==> config.mk <==
export PLATFORM = sky130hd
export DESIGN_NAME = scs_ram
export DESIGN_NICKNAME = d
export VERILOG_FILES = /design/src/set_assoc_cache_tag_store_top_assert.svh /design/src/scs_ram.sv
export SDC_FILE = /design/constraint.sdc
export NUM_CORES = 1
export LEC_CHECK = 0
export BUFFER_PORTS_ARGS = -buffer_cell sky130_fd_sc_hd__buf_2
export CAP_MARGIN = 20
export CORE_ASPECT_RATIO = 1.5
export CORE_MARGIN = 5
export CORE_UTILIZATION = 40
export DETAILED_ROUTE_END_ITERATION = 16
export GPL_TIMING_DRIVEN = 1
export PLACE_DENSITY = 0.66
export SLEW_MARGIN = 25
export SYNTH_ARGS = -nofsm -noshare
export SYNTH_HDL_FRONTEND = slang
export SYNTH_SLANG_ARGS = --single-unit
==> constraint.sdc <==
create_clock -name clk -period 3.26 [get_ports clk]
set_clock_uncertainty 0.2 [all_clocks]
set_input_delay 0 -clock clk [delete_from_list [all_inputs] [get_ports clk]]
set_output_delay 0 -clock clk [all_outputs]
set_load 0.01 [all_outputs]
==> src/set_assoc_cache_tag_store_top_assert.svh <==
`ifndef SET_ASSOC_CACHE_TAG_STORE_TOP_ASSERT_SVH
`define SET_ASSOC_CACHE_TAG_STORE_TOP_ASSERT_SVH

// check a consequence in the same cycle
`define SCS_ASSERT_NOW(lbl, ante, cons) \
	lbl: assert property (@(posedge clk) disable iff (!arst_n) (ante) |-> (cons)) \
		else $error("scs: same-cycle check failed");

// check a consequence in the next cycle
`define SCS_ASSERT_NEXT(lbl, ante, cons) \
	lbl: assert property (@(posedge clk) disable iff (!arst_n) (ante) |=> (cons)) \
		else $error("scs: next-cycle check failed");

`endif

==> src/scs_ram.sv <==
module scs_ram #(
	parameter int WIDTH = 8,
	parameter int DEPTH = 16
) (
	input  logic                                    clk,
	input  logic                                    we,
	input  logic [((DEPTH > 1) ? $clog2(DEPTH) : 1)-1:0] waddr,
	input  logic [WIDTH-1:0]                        wdata,
	input  logic                                    re,
	input  logic [((DEPTH > 1) ? $clog2(DEPTH) : 1)-1:0] raddr,
	output logic [WIDTH-1:0]                        rdata
);
	logic [WIDTH-1:0] mem [DEPTH];

	always_ff @(posedge clk) begin
		if (we) begin
			mem[waddr] <= wdata;
		end
		if (re) begin
			rdata <= mem[raddr];
		end
	end
endmodule

==> results of run 1 <==
-- cells in the mapped netlist (all sizes together) --
library cell,number
or3b,1
nand3b,2
and2b,1
mux4,32
a22oi,16
edfxtp,136
nor3,4
buf,7
nand2b,2
nor2b,1
nand3,1
clkdlybuf4s25,3
nand2,9
nor2,13
and2,1
-- flip-flops by register name (all words and copies together), names as in the netlist --
| name | flops |
|---|---|
| rdata | 8 |
| mem | 128 |
-- critical path, stage by stage --
cell	delay (ns)
dlygate4sd3_1	0.54
buf_2	0.16
nand2b_1	0.19
nor2_1	0.83
-- per-layer routing --
layer	vias to the layer above	part of all wire, %	track usage (%)
li1	1083	-	-
met1	1270	40	18.0
met2	103	54	23.8
met3	4	6.1	4.06
met4	0	0.76	5.06
met5	-	0	0
-- where the power goes --
group	leakage (nW)	internal, mW	switching [mW]	total [mW]
sequential	1.24	1.97	0.00997	1.98
clock	0.272	1.18	0.643	1.83
combinational	0.556	0.0801	0.103	0.183
total	2.06	3.24	0.756	3.99
-- final timing paths --
| check | startpoint | to |
|---|---|---|
| max | waddr[0] | mem[10][3]$_DFFE_PP_ |
| min | waddr[2] | mem[1][3]$_DFFE_PP_ |
| max reg2reg | mem[9][1]$_DFFE_PP_ | rdata[1]$_DFFE_PP_ |
| min reg2reg | mem[14][4]$_DFFE_PP_ | rdata[4]$_DFFE_PP_ |
-- cells by family (layout without fill, tap and decap cells) --
| group | Yosys count | after routing | share of synthesized area, % |
|---|---|---|---|
| AO/OA/AOI/OAI | 16 | 16 | 2.30 |
| buffers and inverters | 10 | 74 | 1.65 |
| flip-flops | 136 | 136 | 78.1 |
| multiplexers | 32 | 32 | 14.8 |
| AND/OR/NAND/NOR | 35 | 35 | 3.14 |
-- layout make-up --
class / count / area (sq um) / area share (%)
well taps: 159 / 199 / 3.20
clock inverters: 11 / 131 / 2.11
multi-input cells: 83 / 1060 / 17.1
repair buffers: 43 / 300 / 4.83
flip-flops and latches: 136 / 4080 / 65.7
clock buffers: 20 / 437 / 7.02
-- stage by stage --
step / total power, mW / setup slack, ns / instances / utilization [%] / instance area [sq um]
final: 3.99 / 1.36 / 452 / 48.2 / 6220
after global routing: 4.13 / 1.32 / 452 / 48.2 / 6220
after CTS: 4.02 / 1.35 / 452 / 48.2 / 6210
after detailed placement: 2.19 / 1.19 / 409 / 42.8 / 5520
after global placement: 2.19 / 1.24 / 409 / 42.8 / 5520
after floorplan: 2.12 / 1.57 / 229 / - / 5230
-- what timing repair did --
item / in CTS / in global routing
setup buffers: 0 / 0
endpoints found under the hold margin: 168 / 0
endpoints found under the setup margin: 0 / 0
hold buffers: 12 / 0
==> impl_metrics.toml, run 1 <==
[clocking]
cts_buffer_depth = 2
numCtsBuffers = 17
clkSinkCount = 136
htree_levels = 4
clkTransAtPathRegs_ns = 0.05
cts_resized = 0
cts_tree = "built"
worstSkewPairLatency_ns = 0.41
cts-root-buf = "clkbuf_16"

[layout]
area_growth_pct = 18.9
final_common_cell = "edfxtp_1"
final_cell_mix = "edfxtp_1 (136), buf_2 (26), mux4_2 (18)"
drive_above_1_share_pct = 26.6
nNetsFinal = 300
num_antenna_cells = 0
fillers = 1053

[timing]
final_hold_viol_count = 0
hold-worst-slack_ns = 0.0609
fmax_mhz = 527
tightest_slew_ns = 1.08
drv_slew = 0
rsz0062_at_grt = "no"
period_needed_ns = 1.90
setup-tns-final_ns = 0
setup_violations = 0
slew_headroom_pct = 27.6
min_period_over_period_pct = 58.2

[route]
wire_per_inst_microns = 22.2
vias_per_cell = 5.44
drc = 0
first_pass_iters = 4
drtIter0Drc = 282
wl_mm = 10.0
route.vias.total = 2460
drtAntennaViolNets = 0

[die]
start_util_pct = 40.6
fp.dieArea_sq_um = 15500
die_w_microns = 103
io-pin-count = 27
core-area_sq_um = 12900
rows = 51
die_height_microns = 150

[worst_setup_path]
reg2regPathDepth = 3
startpoint_type = "primary input"
ff2ff_setup_slack_ns = 1.54
critPathCaptureType = "register"
critical_path.max_fanout = 8
arrival_ns = 1.72
worst-setup-path-type = "in2reg"
critPathRequiredTime_ns = 3.08

[synthesis]
avgSynthCellArea_sq_um = 22.8
synthTopCellsByArea = "edfxtp_1 (78%), mux4_2 (7.8%), mux4_1 (7.0%), a22oi_1 (2.3%), nor2_1 (0.93%)"
syn_area_sq_um = 5230
yosys_warnings = 0
synth.ff_latch_count = 136
synth-seq-area-share_pct = 78.1
syn_nets = 248
netlist.area_leader.share_pct = 78.1
syn_inst = 229
synthDistinctLibCells = 18
synth_top_area_cell = "edfxtp_1"

[place]
portBuffers = 26
globalplace.congestion = 0.741
hpwl_mm = 6.48

[min_path]
whs_path_depth = 3
hp-class = "in2reg"

[global_route]
grt_pass1_vias = 2573
grt_max_degree = 33
antenna_found_initial = 0
overflow = 0
grt_usage_pct = 14.4
grt_pass1_wl_mm = 15.5

[power]
power.leakage_nw = 2.06
power.density_nw_per_um2 = 642
peakVddDrop_mv = 0.455

[flow_run]
drv_cap = 0

[status]
status = "finished, final reports clean"
No activity file was read; power rests on OpenSTA's default activity.
==> run 2, diff against run 1 <==
ABC_AREA = 1   (was unset)
PLACE_DENSITY = 0.68   (was 0.66)
clock period = 1.6 ns   (was 3.26 ns; I/O delays follow)
==> impl_metrics.toml, run 2 <==
[status]
status = "finished, final reports clean"

[worst_setup_path]
arrival_ns = 1.25
startpoint_type = "primary input"
cp_cell_sequence = "dlygate4sd3_1 > buf_2 > nand3_1 > nor2_1 > buf_4"
critical_path.max_fanout = 8
cp_top_family = "buffers and inverters"
critPathCaptureType = "register"
critPathBufInv = 3
max_stage_delay_ns = 0.52
critPathRequiredTime_ns = 1.51
worst-setup-path-type = "in2reg"
slowest_stage = "dlygate4sd3_1"

[global_route]
overflow = 0
grt_usage_pct = 16.1
antenna_found_initial = 0
grt_pass1_vias = 3897
grt_max_degree = 65
grt_pass1_wl_mm = 20.5

[route]
vias_per_cell = 4.77
first_pass_iters = 7
route.vias.total = 3899
drtIter0Drc = 229
drc = 0
drtAntennaViolNets = 0
wire_per_inst_microns = 15.9
wl_mm = 13.0

[place]
hpwl_mm = 8.33
dp_cells = 775
globalplace.congestion = 0.819
dp_slack_ns = 0.247
portBuffers = 26

[synthesis]
synth_edf_count = 136
syn_area_sq_um = 5850
synth.ff_latch_count = 136
syn_inst = 551
synth-seq-area-share_pct = 69.8
ys_dominant_reg_cell = "edfxtp_1"
synth_common_cells = "nand2_1 (173), edfxtp_1 (136), inv_1 (100)"
async_flop_share_pct = 0
synth_top_area_cell = "edfxtp_1"
yosys_warnings = 0
synth_most_common_cell = "nand2_1"
synthTopCellsByArea = "edfxtp_1 (70%), nand2_1 (11%), nand3_1 (8.3%), inv_1 (6.4%), buf_6 (1.2%)"
netlist.area_leader.share_pct = 69.8
avgSynthCellArea_sq_um = 10.6
syn_nets = 570
synthDistinctLibCells = 11

[power]
seqPwrFrac_pct = 45.6
total_power_mw = 8.86
power.density_nw_per_um2 = 1260
swShare_pct = 20.0
p_comb_share_pct = 5.6
peakVddDrop_mv = 0.639
p_int_mw = 7.08
power.leakage_nw = 3.03
clock_power_share_pct = 48.7
p_sw_mw = 1.77

[die]
start_util_pct = 40.4
die_w_microns = 109
fp.dieArea_sq_um = 17200
rows = 54
io-pin-count = 27
core-area_sq_um = 14500
die_height_microns = 158

[layout]
area_growth_pct = 20.5
num_antenna_cells = 0
drive_above_1_share_pct = 13.2
reg.largest.list = "mem: 128 flops, rdata: 8 flops"
final_common_cell = "nand2_1"
nNetsFinal = 628
final_cell_mix = "nand2_1 (173), edfxtp_1 (136), inv_1 (100)"
fillers = 1296
layout.cells.non_filler = 818
regMostFlops = "mem"
largest_register_ffs = 128

[min_path]
hp-class = "in2reg"

[timing]
fmax_mhz = 746
min_period_over_period_pct = 83.7
final_hold_viol_count = 0
rsz0062_at_grt = "no"
hold-worst-slack_ns = 0.0336
setup-tns-final_ns = 0
setup_violations = 0
period_needed_ns = 1.34
slew_headroom_pct = 60.8
tightest_slew_ns = 0.587
fin_ws_ns = 0.260
drv_slew = 0

[clocking]
cts_buffer_depth = 2
clkTransAtPathRegs_ns = 0.06
cts_setup_buffers = 0
cts_tree = "built"
cts-root-buf = "clkbuf_16"
htree_levels = 4
numCtsBuffers = 17
cts_resized = 0
clkSinkCount = 136
holdBufCountCts = 11
worstSkewPairLatency_ns = 0.41

[flow_run]
drv_cap = 0
## run 2: path summary, 6_finish.rpt
check / start / endpoint / slack (ns) / depth (start not counted)
hold reg to reg: mem[6][2]$_DFFE_PP_ / rdata[2]$_DFFE_PP_ / 0.54 / 6
setup / recovery: we / mem[13][1]$_DFFE_PP_ / 0.26 / 5
setup reg to reg: mem[14][7]$_DFFE_PP_ / rdata[7]$_DFFE_PP_ / 0.29 / 6
hold / removal: waddr[0] / mem[5][0]$_DFFE_PP_ / 0.03 / 4
## run 2: kinds of logic (layout without fill, tap and decap cells)
| logic type | count (synthesis) | after routing | synth area share [%] |
|---|---|---|---|
| buffers and inverters | 126 | 197 | 9.39 |
| and+or+nand+nor | 289 | 289 | 20.8 |
| DFF | 136 | 136 | 69.8 |
## run 2: final cells by class
cell class / instances / area (sq um) / share of cell area, %
clock buffers: 18 / 429 / 6.09
clock inverters: 14 / 228 / 3.23
inverters: 102 / 383 / 5.44
multi-input cells: 289 / 1210 / 17.2
flip-flops and latches: 136 / 4080 / 58.0
well taps: 196 / 245 / 3.48
repair buffers: 63 / 460 / 6.54
## run 2: worst reg2reg max path, stage by stage (launching register included)
cell and delay [ns]:
edfxtp_1 0.39, inv_1 0.07, nand2_1 0.05, nand3_1 0.10
nand3_1 0.10, nand3_1 0.11, nand2_1 0.05
## run 2: stage by stage
stage	util (%)	instance area, sq um
final	48.7	7040
after global routing	48.7	7040
after CTS	48.7	7040
after detailed placement	43.4	6280
after global placement	43.4	6280
after floorplan	-	5850
## run 2: power by group through the flow
stage | sequential [mW] | clock (mW) | combinational (mW)
floorplan | 4.11 | 0 | 0.281
global placement | 4.12 | 0 | 0.465
detailed placement | 4.12 | 0 | 0.474
CTS | 4.04 | 4.37 | 0.503
finish | 4.04 | 4.32 | 0.497
global route | 4.05 | 4.52 | 0.559
## run 2: metal layers
metal  GRT usage [%]  up-vias  part of all wire, %  wire length (microns)
li1                -     1893                    -                      -
met1            17.7     1845                   37                   4830
met2            29.9      143                   56                   7220
met3            2.82       18                  5.2                    670
met4            7.34        0                  2.0                    260
met5               0        -                    0                      0
==> run 3, diff against run 2 <==
PLACE_DENSITY = 0.66   (was 0.68)
clock period = 1.4 ns   (was 1.6 ns; I/O delays follow)
==> impl_metrics.toml, run 3 (synthesized netlist as in run 2, its figures left out) <==
[die]
rows = 54
start_util_pct = 40.4
core-area_sq_um = 14500
io-pin-count = 27
fp.dieArea_sq_um = 17200
die_w_microns = 109
die_height_microns = 158

[timing]
setup-tns-final_ns = 0
final_hold_viol_count = 0
min_period_over_period_pct = 95.7
period_needed_ns = 1.34
slew_headroom_pct = 60.9
fmax_mhz = 746
tightest_slew_ns = 0.586
setup_violations = 0
drv_slew = 0
rsz0062_at_grt = "no"

[worst_setup_path]
critPathCaptureType = "register"
cp_cell_sequence = "inv_1 > nand2_1 > nand3_1 > nand3_1 > nand3_1 > nand2_1"
critical_path.max_fanout = 1
critPathBufInv = 1
reg2regPathDepth = 6
cp_top_family = "simple AND/OR/NAND/NOR gates"
worst-setup-path-type = "reg2reg"
max_stage_delay_ns = 0.37
crit_cells = 6
startpoint_type = "register"
arrival_ns = 1.31
slowest_stage = "edfxtp_1"
critPathRequiredTime_ns = 1.37
cpMostUsedCell = "nand3_1"

[clocking]
cts_tree = "built"
numCtsBuffers = 17
clkTransAtPathRegs_ns = 0.06
cts_buffer_depth = 2
clkSinkCount = 136
worstSkewPairLatency_ns = 0.42
cts_setup_buffers = 0
htree_levels = 4
cts-root-buf = "clkbuf_16"

[layout]
num_antenna_cells = 0
regMostFlops = "mem"
drive_above_1_share_pct = 13.6
final_cell_mix = "nand2_1 (173), edfxtp_1 (136), inv_1 (100)"
nNetsFinal = 624
area_growth_pct = 20.6
largest_register_ffs = 128
layout.cells.non_filler = 814
reg.largest.list = "mem: 128 flops, rdata: 8 flops"
final_common_cell = "nand2_1"
fin_util_pct = 48.8

[min_path]
whs_path_depth = 4
hp-class = "in2reg"

[route]
first_pass_iters = 5
drtAntennaViolNets = 0
wl_mm = 13.5
route.vias.total = 3923
dr.max_layer_used = "met4"
wl_met2_mm = 7.00
vias_per_cell = 4.82
drtIter0Drc = 331
wl_met1_mm = 5.14
wire_per_inst_microns = 16.6
dr_wl_met3_microns = 677
drc = 0

[global_route]
grt_pass1_wl_mm = 20.8
overflow = 0
grt_pass1_vias = 3890
grt_max_degree = 65
antenna_found_initial = 0
grt_usage_pct = 16.7

[flow_run]
drv_cap = 0

[power]
power.leakage_nw = 3.02
power.density_nw_per_um2 = 1430
p_comb_share_pct = 6.0
p_int_mw = 7.95
seqPwrFrac_pct = 45.9
swShare_pct = 21.0
clock_power_share_pct = 48.2
total_power_mw = 10.1
p_sw_mw = 2.12
peakVddDrop_mv = 0.645

[place]
dp_cells = 771
portBuffers = 26
globalplace.congestion = 0.846
hpwl_mm = 8.86

[status]
status = "finished, final reports clean"
==> run 3: cell types whose count changed in the layout (fill, tap and decap cells not counted), moves of 2 or more <==
cell and change:
clkinv_4 +3, buf_12 +2, buf_4 -6, clkinv_1 -2, nand3_1 -3, nand3_2 +3
==> run 3: final cells by class <==
class,instances,area [sq um]
fill,1304,7410
sequential,136,4080
multi-input combinational,289,1230
timing repair buffer,59,458
clock buffer,17,425
inverter,102,383
tap,196,245
clock inverter,15,225
==> run 3: path summary, 6_finish.rpt <==
| path | slack, ns | start | endpoint |
|---|---|---|---|
| worst max register to register | 0.06 | mem[5][1]$_DFFE_PP_ | rdata[1]$_DFFE_PP_ |
| worst min register to register | 0.57 | mem[7][4]$_DFFE_PP_ | rdata[4]$_DFFE_PP_ |
| worst min-delay path | 0.02 | we | mem[3][6]$_DFFE_PP_ |
| worst max-delay path | 0.06 | mem[5][1]$_DFFE_PP_ | rdata[1]$_DFFE_PP_ |
==> run 3: timing repair <==
item | 4_1_cts | 5_1_grt
setup endpoints to repair | 0 | 3
endpoints found under the hold margin | 144 | 0
hold buffers | 11 | 0
resized for setup | 0 | 4
==> run 3: layer usage <==
metal / track usage, % / up-vias
met4: 10.8 / 0
met5: 0 / -
met3: 3.26 / 43
li1: - / 1889
met2: 28.7 / 127
met1: 18.8 / 1864
==> run 3: power by group through the flow <==
stage          registers [mW]  clock network (mW)  logic (mW)
3_5_place_dp             4.70                   0       0.572
4_1_cts                  4.62                4.90       0.599
2_1_floorplan            4.70                   0       0.322
5_1_grt                  4.62                5.08       0.659
3_3_place_gp             4.70                   0       0.561
6_report                 4.62                4.85       0.601
==> run 3: per-stage QoR <==
step / instance area [sq um] / setup slack (ns) / hold WS [ns]
after floorplan: 5850 / 0.249 / -0.101
after global placement: 6270 / 0.0237 / 0.164
after detailed placement: 6270 / 0.0188 / 0.162
after CTS: 7030 / 0.0556 / 0.0151
after global routing: 7050 / 0.00146 / 0.0322
final: 7050 / 0.0595 / 0.0209
==> run 3: worst register-to-register path, stage by stage, from the launching register on <==
cell      delay, ns
edfxtp_1       0.37
inv_1          0.06
nand2_1        0.04
nand3_1        0.08
nand3_1        0.11
nand3_1        0.15
nand2_1        0.08
